### src/rtl/mbrf_pkg.sv
`timescale 1ns / 1ps
// Shared types, constants and the CRC-16 byte update for the Modbus read request framer.
// No dependencies; every other file refers to this package by scoped names.
package mbrf_pkg;

    localparam int CfgW       = 16;
    localparam int FrameBytes = 8;
    localparam int CntW       = $clog2(FrameBytes);

    // Configuration register indexes.
    localparam logic [1:0] CFG_FUNCTION_CODE  = 2'd0;
    localparam logic [1:0] CFG_START_ADDRESS  = 2'd1;
    localparam logic [1:0] CFG_REGISTER_COUNT = 2'd2;
    localparam logic [1:0] CFG_LAST_SLAVE     = 2'd3;

    // Reset values of the configuration registers.
    localparam logic [7:0]  RstFunctionCode  = 8'h04;
    localparam logic [15:0] RstStartAddress  = 16'h0003;
    localparam logic [15:0] RstRegisterCount = 16'h0002;
    localparam logic [7:0]  RstLastSlave     = 8'd6;

    localparam logic [7:0]  MaxSlave = 8'd247;
    localparam logic [7:0]  MinSlave = 8'd1;
    localparam logic [15:0] CrcInit  = 16'hFFFF;
    localparam logic [15:0] CrcPoly  = 16'hA001;

    // Byte positions within a request frame, in send order.
    localparam logic [CntW-1:0] BYTE_SLAVE    = 3'd0;
    localparam logic [CntW-1:0] BYTE_FUNCTION = 3'd1;
    localparam logic [CntW-1:0] BYTE_ADDR_HI  = 3'd2;
    localparam logic [CntW-1:0] BYTE_ADDR_LO  = 3'd3;
    localparam logic [CntW-1:0] BYTE_CNT_HI   = 3'd4;
    localparam logic [CntW-1:0] BYTE_CNT_LO   = 3'd5;
    localparam logic [CntW-1:0] BYTE_CRC_LO   = 3'd6;
    localparam logic [CntW-1:0] BYTE_CRC_HI   = 3'd7;

    typedef struct packed {
        logic [7:0]  function_code;
        logic [15:0] start_address;
        logic [15:0] register_count;
        logic [7:0]  last_slave;
    } t_cfg;

    typedef struct packed {
        logic [7:0]  slave;
        logic [7:0]  function_code;
        logic [15:0] start_address;
        logic [15:0] register_count;
    } t_frame;

    // One byte of CRC-16/Modbus: eight shift steps, LSB first.
    function automatic logic [15:0] crc16_byte(input logic [15:0] crc_in,
                                               input logic [7:0]  data);
        logic [15:0] c;
        c = crc_in ^ {8'h00, data};
        for (int b = 0; b < 8; b++) begin
            c = c[0] ? ((c >> 1) ^ CrcPoly) : (c >> 1);
        end
        return c;
    endfunction

endpackage

### src/rtl/modbus_read_request_framer.sv
`timescale 1ns / 1ps
// Modbus RTU read request framer, top level. The first byte of a frame is registered in
// the frame register, then in the serializer's output register; i_tx_ready can stall it.
// A poll of 1 yields eight bytes, one per cycle while i_tx_ready is high; a poll of 0 is
// taken but yields none. A new poll waits until no frame is held or its last byte leaves.
// Reset (synchronous, active low) restores the register defaults and restarts at slave 1.
module modbus_read_request_framer (
    input  logic                      i_clk,
    input  logic                      i_rst_n,
    input  logic                      i_cfg_we,
    input  logic [1:0]                i_cfg_index,
    input  logic [mbrf_pkg::CfgW-1:0] i_cfg_data,
    input  logic                      i_poll_valid,
    output logic                      o_poll_ready,
    input  logic                      i_poll,
    output logic                      o_tx_valid,
    input  logic                      i_tx_ready,
    output logic [7:0]                o_tx_byte,
    output logic                      o_frame_last,
    output logic [7:0]                o_target_slave
);

    mbrf_pkg::t_cfg   cfg;
    mbrf_pkg::t_frame frm;
    logic             frm_valid;
    logic             pop;

    mbrf_cfg u_cfg (
        .i_clk       (i_clk),
        .i_rst_n     (i_rst_n),
        .i_cfg_we    (i_cfg_we),
        .i_cfg_index (i_cfg_index),
        .i_cfg_data  (i_cfg_data),
        .o_cfg       (cfg)
    );

    mbrf_frame u_frame (
        .i_clk        (i_clk),
        .i_rst_n      (i_rst_n),
        .i_cfg        (cfg),
        .i_poll_valid (i_poll_valid),
        .o_poll_ready (o_poll_ready),
        .i_poll       (i_poll),
        .i_pop        (pop),
        .o_frm_valid  (frm_valid),
        .o_frm        (frm)
    );

    mbrf_ser u_ser (
        .i_clk          (i_clk),
        .i_rst_n        (i_rst_n),
        .i_frm_valid    (frm_valid),
        .i_frm          (frm),
        .o_pop          (pop),
        .o_tx_valid     (o_tx_valid),
        .i_tx_ready     (i_tx_ready),
        .o_tx_byte      (o_tx_byte),
        .o_frame_last   (o_frame_last),
        .o_target_slave (o_target_slave)
    );

endmodule

### src/rtl/mbrf_cfg.sv
`timescale 1ns / 1ps
// Configuration registers of the Modbus read request framer.
// Depends on mbrf_pkg for register indexes, reset values and t_cfg.
module mbrf_cfg (
    input  logic                      i_clk,
    input  logic                      i_rst_n,
    input  logic                      i_cfg_we,
    input  logic [1:0]                i_cfg_index,
    input  logic [mbrf_pkg::CfgW-1:0] i_cfg_data,
    output mbrf_pkg::t_cfg            o_cfg
);

    mbrf_pkg::t_cfg r_cfg;
    mbrf_pkg::t_cfg n_cfg;

    always_comb begin
        n_cfg = r_cfg;
        if (i_cfg_we) begin
            case (i_cfg_index)
                mbrf_pkg::CFG_FUNCTION_CODE:  n_cfg.function_code  = i_cfg_data[7:0];
                mbrf_pkg::CFG_START_ADDRESS:  n_cfg.start_address  = i_cfg_data;
                mbrf_pkg::CFG_REGISTER_COUNT: n_cfg.register_count = i_cfg_data;
                mbrf_pkg::CFG_LAST_SLAVE:     n_cfg.last_slave     = i_cfg_data[7:0];
                default:                      n_cfg = r_cfg;
            endcase
        end
    end

    always_ff @(posedge i_clk) begin
        if (!i_rst_n) begin
            r_cfg.function_code  <= mbrf_pkg::RstFunctionCode;
            r_cfg.start_address  <= mbrf_pkg::RstStartAddress;
            r_cfg.register_count <= mbrf_pkg::RstRegisterCount;
            r_cfg.last_slave     <= mbrf_pkg::RstLastSlave;
        end else begin
            r_cfg <= n_cfg;
        end
    end

    assign o_cfg = r_cfg;

endmodule

### src/rtl/mbrf_frame.sv
`timescale 1ns / 1ps
// Input register of the framer: takes poll items, picks the slave and holds one frame.
// Depends on mbrf_pkg for t_cfg, t_frame and the slave limits.
module mbrf_frame (
    input  logic             i_clk,
    input  logic             i_rst_n,
    input  mbrf_pkg::t_cfg   i_cfg,
    input  logic             i_poll_valid,
    output logic             o_poll_ready,
    input  logic             i_poll,
    input  logic             i_pop,
    output logic             o_frm_valid,
    output mbrf_pkg::t_frame o_frm
);

    logic             r_valid;
    logic             n_valid;
    logic [7:0]       r_next_slave;
    logic [7:0]       n_next_slave;
    mbrf_pkg::t_frame r_frm;
    logic [7:0]       lim;
    logic [7:0]       slave;
    logic             take;

    assign o_poll_ready = !r_valid || i_pop;
    assign take         = i_poll_valid && o_poll_ready && i_poll;

    always_comb begin
        // A last slave of zero acts as one; above the Modbus limit it saturates.
        if (i_cfg.last_slave < mbrf_pkg::MinSlave) begin
            lim = mbrf_pkg::MinSlave;
        end else if (i_cfg.last_slave > mbrf_pkg::MaxSlave) begin
            lim = mbrf_pkg::MaxSlave;
        end else begin
            lim = i_cfg.last_slave;
        end
        // A stale slave number (for example after last_slave was lowered) restarts at one.
        if (r_next_slave < mbrf_pkg::MinSlave || r_next_slave > lim) begin
            slave = mbrf_pkg::MinSlave;
        end else begin
            slave = r_next_slave;
        end

        n_valid      = r_valid;
        n_next_slave = r_next_slave;
        if (i_pop) begin
            n_valid = 1'b0;
        end
        if (take) begin
            n_valid      = 1'b1;
            n_next_slave = (slave >= lim) ? mbrf_pkg::MinSlave : slave + 8'd1;
        end
    end

    always_ff @(posedge i_clk) begin
        if (!i_rst_n) begin
            r_valid      <= 1'b0;
            r_next_slave <= mbrf_pkg::MinSlave;
        end else begin
            r_valid      <= n_valid;
            r_next_slave <= n_next_slave;
        end
    end

    always_ff @(posedge i_clk) begin
        if (take) begin
            r_frm.slave          <= slave;
            r_frm.function_code  <= i_cfg.function_code;
            r_frm.start_address  <= i_cfg.start_address;
            r_frm.register_count <= i_cfg.register_count;
        end
    end

    assign o_frm_valid = r_valid;
    assign o_frm       = r_frm;

`ifndef SYNTH
    a_slave_range: assert property (@(posedge i_clk) disable iff (!i_rst_n)
        r_valid |-> (r_frm.slave >= mbrf_pkg::MinSlave && r_frm.slave <= mbrf_pkg::MaxSlave))
        else $error("held frame addresses a slave outside 1..247");
    a_next_range: assert property (@(posedge i_clk) disable iff (!i_rst_n)
        r_next_slave >= mbrf_pkg::MinSlave && r_next_slave <= mbrf_pkg::MaxSlave)
        else $error("next slave register left the valid range");
`endif

endmodule

### src/rtl/mbrf_ser.sv
`timescale 1ns / 1ps
// Serializer: one byte of the held frame per cycle unless stalled; folds each header byte
// into the running CRC. Depends on mbrf_pkg for t_frame, byte positions and crc16_byte.
module mbrf_ser (
    input  logic             i_clk,
    input  logic             i_rst_n,
    input  logic             i_frm_valid,
    input  mbrf_pkg::t_frame i_frm,
    output logic             o_pop,
    output logic             o_tx_valid,
    input  logic             i_tx_ready,
    output logic [7:0]       o_tx_byte,
    output logic             o_frame_last,
    output logic [7:0]       o_target_slave
);

    logic [mbrf_pkg::CntW-1:0] r_cnt;
    logic [mbrf_pkg::CntW-1:0] n_cnt;
    logic [15:0]               r_crc;
    logic [15:0]               crc_base;
    logic                      r_out_valid;
    logic                      n_out_valid;
    logic [7:0]                r_out_byte;
    logic                      r_out_last;
    logic [7:0]                r_out_slave;
    logic [7:0]                cur_byte;
    logic                      adv;

    // The output register moves on when it is empty or its item is taken.
    assign adv   = i_frm_valid && (!r_out_valid || i_tx_ready);
    assign o_pop = adv && (r_cnt == mbrf_pkg::BYTE_CRC_HI);

    always_comb begin
        case (r_cnt)
            mbrf_pkg::BYTE_SLAVE:    cur_byte = i_frm.slave;
            mbrf_pkg::BYTE_FUNCTION: cur_byte = i_frm.function_code;
            mbrf_pkg::BYTE_ADDR_HI:  cur_byte = i_frm.start_address[15:8];
            mbrf_pkg::BYTE_ADDR_LO:  cur_byte = i_frm.start_address[7:0];
            mbrf_pkg::BYTE_CNT_HI:   cur_byte = i_frm.register_count[15:8];
            mbrf_pkg::BYTE_CNT_LO:   cur_byte = i_frm.register_count[7:0];
            mbrf_pkg::BYTE_CRC_LO:   cur_byte = r_crc[7:0];
            mbrf_pkg::BYTE_CRC_HI:   cur_byte = r_crc[15:8];
            default:                 cur_byte = 8'h00;
        endcase
        crc_base = (r_cnt == mbrf_pkg::BYTE_SLAVE) ? mbrf_pkg::CrcInit : r_crc;

        n_cnt       = adv ? r_cnt + 1'b1 : r_cnt;
        n_out_valid = r_out_valid;
        if (adv) begin
            n_out_valid = 1'b1;
        end else if (i_tx_ready) begin
            n_out_valid = 1'b0;
        end
    end

    always_ff @(posedge i_clk) begin
        if (!i_rst_n) begin
            r_cnt       <= mbrf_pkg::BYTE_SLAVE;
            r_out_valid <= 1'b0;
        end else begin
            r_cnt       <= n_cnt;
            r_out_valid <= n_out_valid;
        end
    end

    always_ff @(posedge i_clk) begin
        if (adv) begin
            r_out_byte  <= cur_byte;
            r_out_last  <= (r_cnt == mbrf_pkg::BYTE_CRC_HI);
            r_out_slave <= i_frm.slave;
            if (r_cnt < mbrf_pkg::BYTE_CRC_LO) begin
                r_crc <= mbrf_pkg::crc16_byte(crc_base, cur_byte);
            end
        end
    end

    assign o_tx_valid     = r_out_valid;
    assign o_tx_byte      = r_out_byte;
    assign o_frame_last   = r_out_last;
    assign o_target_slave = r_out_slave;

`ifndef SYNTH
    a_frame_held: assert property (@(posedge i_clk) disable iff (!i_rst_n)
        (r_cnt != mbrf_pkg::BYTE_SLAVE) |-> i_frm_valid)
        else $error("frame released before its last byte was sent");
    a_first_byte: assert property (@(posedge i_clk) disable iff (!i_rst_n)
        (adv && r_cnt == mbrf_pkg::BYTE_SLAVE) |=> (r_out_byte == r_out_slave && !r_out_last))
        else $error("first frame byte is not the slave address");
    a_last_pop: assert property (@(posedge i_clk) disable iff (!i_rst_n)
        o_pop |=> (r_cnt == mbrf_pkg::BYTE_SLAVE && r_out_last && r_out_valid))
        else $error("frame end and byte counter out of step");
`endif

endmodule

### config.mk
export PLATFORM = sky130hd
export DESIGN_NAME = modbus_read_request_framer
export DESIGN_NICKNAME = d
export VERILOG_FILES = /design/src/rtl/mbrf_pkg.sv /design/src/rtl/modbus_read_request_framer.sv /design/src/rtl/mbrf_cfg.sv /design/src/rtl/mbrf_frame.sv /design/src/rtl/mbrf_ser.sv
export SDC_FILE = /design/constraint.sdc
export NUM_CORES = 1
export LEC_CHECK = 0
export ABC_AREA = 1
export ABC_CLOCK_PERIOD_IN_PS = 6600
export BUFFER_PORTS_ARGS = -buffer_cell sky130_fd_sc_hd__buf_4
export CORE_ASPECT_RATIO = 1.75
export CORE_UTILIZATION = 30
export DETAILED_ROUTE_END_ITERATION = 16
export PLACE_DENSITY = 0.47
export SLEW_MARGIN = 20
export SYNTH_ARGS = -nofsm -noshare
export SYNTH_HDL_FRONTEND = slang
export SYNTH_SLANG_ARGS = --single-unit
### constraint.sdc
create_clock -name i_clk -period 6.6 [get_ports i_clk]
set_input_delay 0.99 -clock i_clk [delete_from_list [all_inputs] [get_ports i_clk]]
set_output_delay 0.99 -clock i_clk [all_outputs]
set_load 0.02 [all_outputs]
# Word-level counts from Yosys, hierarchy flattened
# Cells that the tools add are included.
# word_totals
ff_bits	142
out_inout_bits	19
# classes
addsub	2
n_lt_le_gt_ge	6
eq_ne	10
muxes	18
bitwise	9
n_reduce_logical	18
# ops
operator	count
$mux W16	8
$pmux W8 S8	1
$mux W8	4
$not A2 Y3	8
$lt A8 B1 Y1 const B	2
$xor A16 B8 Y16	1
$mux W14	1
$eq A3 B3 Y1 const B	4
$reduce_and A2 Y1	5
$add A8 B1 Y8 const B	1
$ge A8 B8 Y1	1
$gt A8 B8 Y1	1
$gt A8 B8 Y1 const B	1
$eq A3 B2 Y1 const B	2
$eq A2 B2 Y1 const B	2
$logic_and A1 B1 Y1	4
$mux W1	4
$reduce_bool A2 Y1	2
$add A3 B1 Y3 const B	1
$eq A3 B1 Y1 const B	1
$logic_not A3 Y1	1
$logic_or A1 B1 Y1	3
$lt A3 B3 Y1 const B	1
$eq A2 B1 Y1 const B	1
2 further kinds	3

# Logic depth before layout (Yosys ltp)
# depth
depth_word	19
mapped_depth	25
ltp_nobuf	23

# By module
# From an unflattened synthesis, not the netlist that was laid out.
# hier_totals
hier_cells	815
hier_area_um2	6955.4
# modules_own_cells
mod	instances	cells_per_inst	area_each_um2
mbrf_ser	1	312	2501.1
mbrf_frame	1	202	2486.1
mbrf_cfg	1	301	1968.1

# Least setup slack after synthesis
# Ideal clock, no wire load.
# synth_path
path_kind	register to register
from	register u_cfg.r_cfg, in the netlist u_cfg.o_cfg[5]
to	register u_frame.r_next_slave[7]
t_arrival_ns	3.034
path_slack_ns	3.494
path_stages_with_launch	21
n_path_buf	0
path_cell_list	dfxtp_1 inv_1 nor4_1 inv_1 nand2_1 ha_1 a21oi_1 o21ai_0 nand2_1 o211ai_1 o21ai_0 nand2_1 nor2_1 ha_1 a21oi_1 o21ai_0 nand2_1 o2111ai_1 nor2_1 nand3_1 a21oi_1
# synth_between
elab_chain_len	8
elab_cells_between_ends	10
cone_classes	1 x add/sub; 4 x order compare; 4 x mux; 1 x reduce/logical
# synth_lines
element	line_no	text
start, declared	mbrf_cfg.sv:13	mbrf_pkg::t_cfg r_cfg;
start signal, assigned	mbrf_cfg.sv:36	r_cfg <= n_cfg;
$gt A8 B8 Y1	mbrf_frame.sv:32	end else if (i_cfg.last_slave > mbrf_pkg::MaxSlave) begin
$mux W8	mbrf_frame.sv:32	
$mux W8 (*)	mbrf_frame.sv:30	if (i_cfg.last_slave < mbrf_pkg::MinSlave) begin
$gt A8 B8 Y1 (*)	mbrf_frame.sv:38	if (r_next_slave < mbrf_pkg::MinSlave || r_next_slave > lim) begin
$logic_or A1 B1 Y1 (*)	mbrf_frame.sv:38	
$mux W8 (*)	mbrf_frame.sv:38	
named net u_frame.slave[3]	mbrf_frame.sv:22	logic [7:0] slave;
$add A8 B1 Y8 / $ge A8 B8 Y1 (equally long branches)	mbrf_frame.sv:51	n_next_slave = (slave >= lim) ? mbrf_pkg::MinSlave : slave + 8'd1;
$mux W8 (*)	mbrf_frame.sv:51	
end signal, assigned	mbrf_frame.sv:58	r_next_slave <= mbrf_pkg::MinSlave;
end signal, assigned	mbrf_frame.sv:61	r_next_slave <= n_next_slave;
end, declared	mbrf_frame.sv:18	logic [7:0] r_next_slave;
# The timed path passes the listed nets; every way through them passes the cells marked *.
# A chain may end at the register's enable or synchronous reset.

# Worst setup path in the final report
# Ends and elaborated chain as after synthesis.

==> results.cfg <==
[routing]
drt_wl_total_um = 16000
drc = 3
dr.pass1.iters = 11
avgViaCountPerCell = 4.74
vias = 4632
post_drt_wl_per_cell_um = 16.4
drt_iter0_drc = 228
ant_nets = 0

[setup_path]
worstPathRequired_ns = 6.95
cp_common_cell = nand2_1
critical_path.startpoint = u_cfg.o_cfg[5]
path_max_fanout = 7
path_cells = inv_1 -> nor4_1 -> inv_1 -> nand2_1 -> ha_1 -> a21oi_1 -> o21ai_0 -> nand2_1 -> o211ai_1 -> o21ai_0 -> nand2_1 -> nor2_1 -> ha_1 -> a21oi_1 -> o21ai_0 -> nand2_1 -> o2111ai_1 -> nor2_1 -> nand3_1 -> a21oi_1
max_stage_delay_ns = 0.53
ff2ff_path_depth = 20
arrival_ns = 4.23
worst_setup_path_start_kind = register
end_kind = register
reg2reg_from = u_cfg.o_cfg[5]
worstSetupPathType = register to register
critPathSlowestCell = nor4_1

[pwr]
p_leak_nw = 3.12
p_per_area_nw_per_um2 = 317
fin_total_pwr_mw = 2.38
vdd.ir_drop.worst_v = 0.000166

[placed_design]
port_buffers = 42
dpl.hpwl_um = 11800
place_congestion = 0.772

[run_status]
violations = design-rule violations
status = complete, but fails checks

[timing]
worst_slew_pin_slew_ns = 1.00
hold_viol = 0
setup_viol = 0
drv_slew = 0
fmax_ghz = 0.257
slew_headroom_pct = 33.3
fin_skew_ns = 0.0107
rsz0062_at_grt = false
setup_tns_ns = 0
period_share_pct = 58.8
period_minus_slack_ns = 3.88

[floorplanning]
chipHeight_um = 194
initial_core_util_pct = 30.8
die-area_um2 = 21600
pin_count = 43
fp.dieW_um = 112
num_rows = 69
fp.coreArea_um2 = 20500

[worst_hold_path]
hold_path.class = register to register
hold_path_depth = 0
min-delay-start = u_cfg.o_cfg[12]

[synthesis]
synth_cell_type_count = 42
synth_top_area_cell = edfxtp_1
async_flop_share_pct = 0
synth_top_area_share_pct = 38.5
synth.avg_cell_area_um2 = 9.43
synthTopCellsByArea = edfxtp_1 39%, dfxtp_1 19%, nand2_1 7.3%, nor2_1 6.4%, ha_1 4.6%
synth_nets = 716
synth_seq_cells = 142
synth_area_um2 = 6310
synthFlopType = edfxtp_1
postSynthCellCount = 669
yosysSeqAreaShare_pct = 57.9
ys_warn_count = 0
synth_edf_count = 81

[cells_and_area]
layout_commonest_cell = nand2_1
antenna-diode-count = 0
nNetsFinal = 764
area_delta_synth_final_pct = 18.7
fillers = 2060
drive_gt1_share_pct = 16.6
layout_common_cells = 122 x nand2_1, 107 x nor2_1, 81 x edfxtp_1, 61 x dfxtp_1, 52 x inv_1

[cts]
cts_root_buffer = clkbuf_16
cts_sinks = 142
post_cts_buffers = 0
clock_path_buffers = 2
holdBufCountCts = 0
cts_tree = yes
cts_buffers = 17
cts_resized = 0
cts_htree_levels = 4
cts.clk_slew.worst_paths_ns = 0.06
insertion_delay_ns = 0.43

[global_routing]
grt_max_degree = 54
grt_pass1_vias = 4701
grt_first_pass_wirelength_um = 25800
grt.total_usage_pct = 15.7
grt_overflow = 0
antenna_found_initial = 0

[flow_run]
maxCapViolCount = 0
## worst paths after layout
| kind | end | slack [ns] |
|---|---|---|
| hold / removal | u_frame.o_frm[4] | 0.43 |
| setup / recovery | u_frame.r_next_slave[7] | 2.72 |
| hold reg to reg | u_frame.o_frm[4] | 0.43 |
| setup reg to reg | u_frame.r_next_slave[7] | 2.72 |
## through the flow
stage               util (%)  hold WS (ns)  setup WS [ns]  std cells  area (µm²)
global placement        33.6         0.410           2.77        946        6880
finish                  36.6         0.425           2.72        978        7490
detailed placement      33.6         0.410           2.68        946        6880
global route            36.6         0.432           2.15        978        7490
floorplan                  -         0.403           3.49        669        6310
CTS                     36.6         0.425           2.66        978        7490
## sequential cells by signal (all words and copies together), names as in the netlist
signal / count
u_cfg.o_cfg: 48
u_frame.o_frm: 48
u_ser.r_crc: 16
u_frame.r_next_slave: 8
u_ser.o_target_slave: 8
u_ser.o_tx_byte: 8
u_ser.r_cnt: 3
u_frame.o_frm_valid: 1
u_ser.o_frame_last: 1
u_ser.o_tx_valid: 1
## cells in the mapped netlist (3+ instances only)
library cell    n
clkbuf_1       11
nand4_1         4
o21ai_2         3
or2_1           3
or2_2           6
edfxtp_1       81
buf_2           3
a21oi_1        29
nand2_1       122
inv_1          53
ha_1           23
o21ai_0        51
inv_2          10
nand3_1        41
nor4_1          4
o211ai_1        3
dfxtp_1        61
xnor2_1         3
nor2_1        107
xor2_1         10
nand2_2        11
nand3_2         3
## critical path, delay by kind of cell (launching register included)
family | cells | cell delay [ns]
AO/OA/AOI/OAI | 8 | 0.91
adder cells (fa/ha/maj) | 2 | 0.56
buffers and inverters | 2 | 0.20
flip-flops | 1 | 0.33
AND/OR/NAND/NOR | 8 | 1.81
## metal layers
layer / share of wire, % / GRT usage [%]
met4: 2.7 / 7.36
met3: 2.9 / 2.56
met1: 40 / 17.1
met2: 54 / 29.3
met5: 0 / 0
## power breakdown
group	internal (mW)	leakage, nW	switching, mW
Clock	0.583	0.299	0.416
Sequential	1.01	1.25	0.0273
Combinational	0.116	1.57	0.227
## logic make-up (layout without fill, tap and decap cells)
family                     after synthesis  in the layout  share of synthesized area (%)
buffers and inverters                   82            143                           5.27
DFF                                    142            142                           57.9
xor gates and xnor gates                14             14                           2.06
adders and majority gates               23             23                           4.56
and+or+nand+nor                        309            309                           21.1
AOI/OAI and AO/OA                       99             99                           9.08
## area by class of cell
type	count	area (µm²)	share of cell area (%)
sequential	142	3650	48.8
tap	248	310	4.14
inverter	66	250	3.34
timing repair buffer	45	338	4.51
multi-input combinational	445	2330	31.1
clock buffer	18	439	5.86
clock inverter	14	174	2.32
No activity file was read; power rests on OpenSTA's default activity.
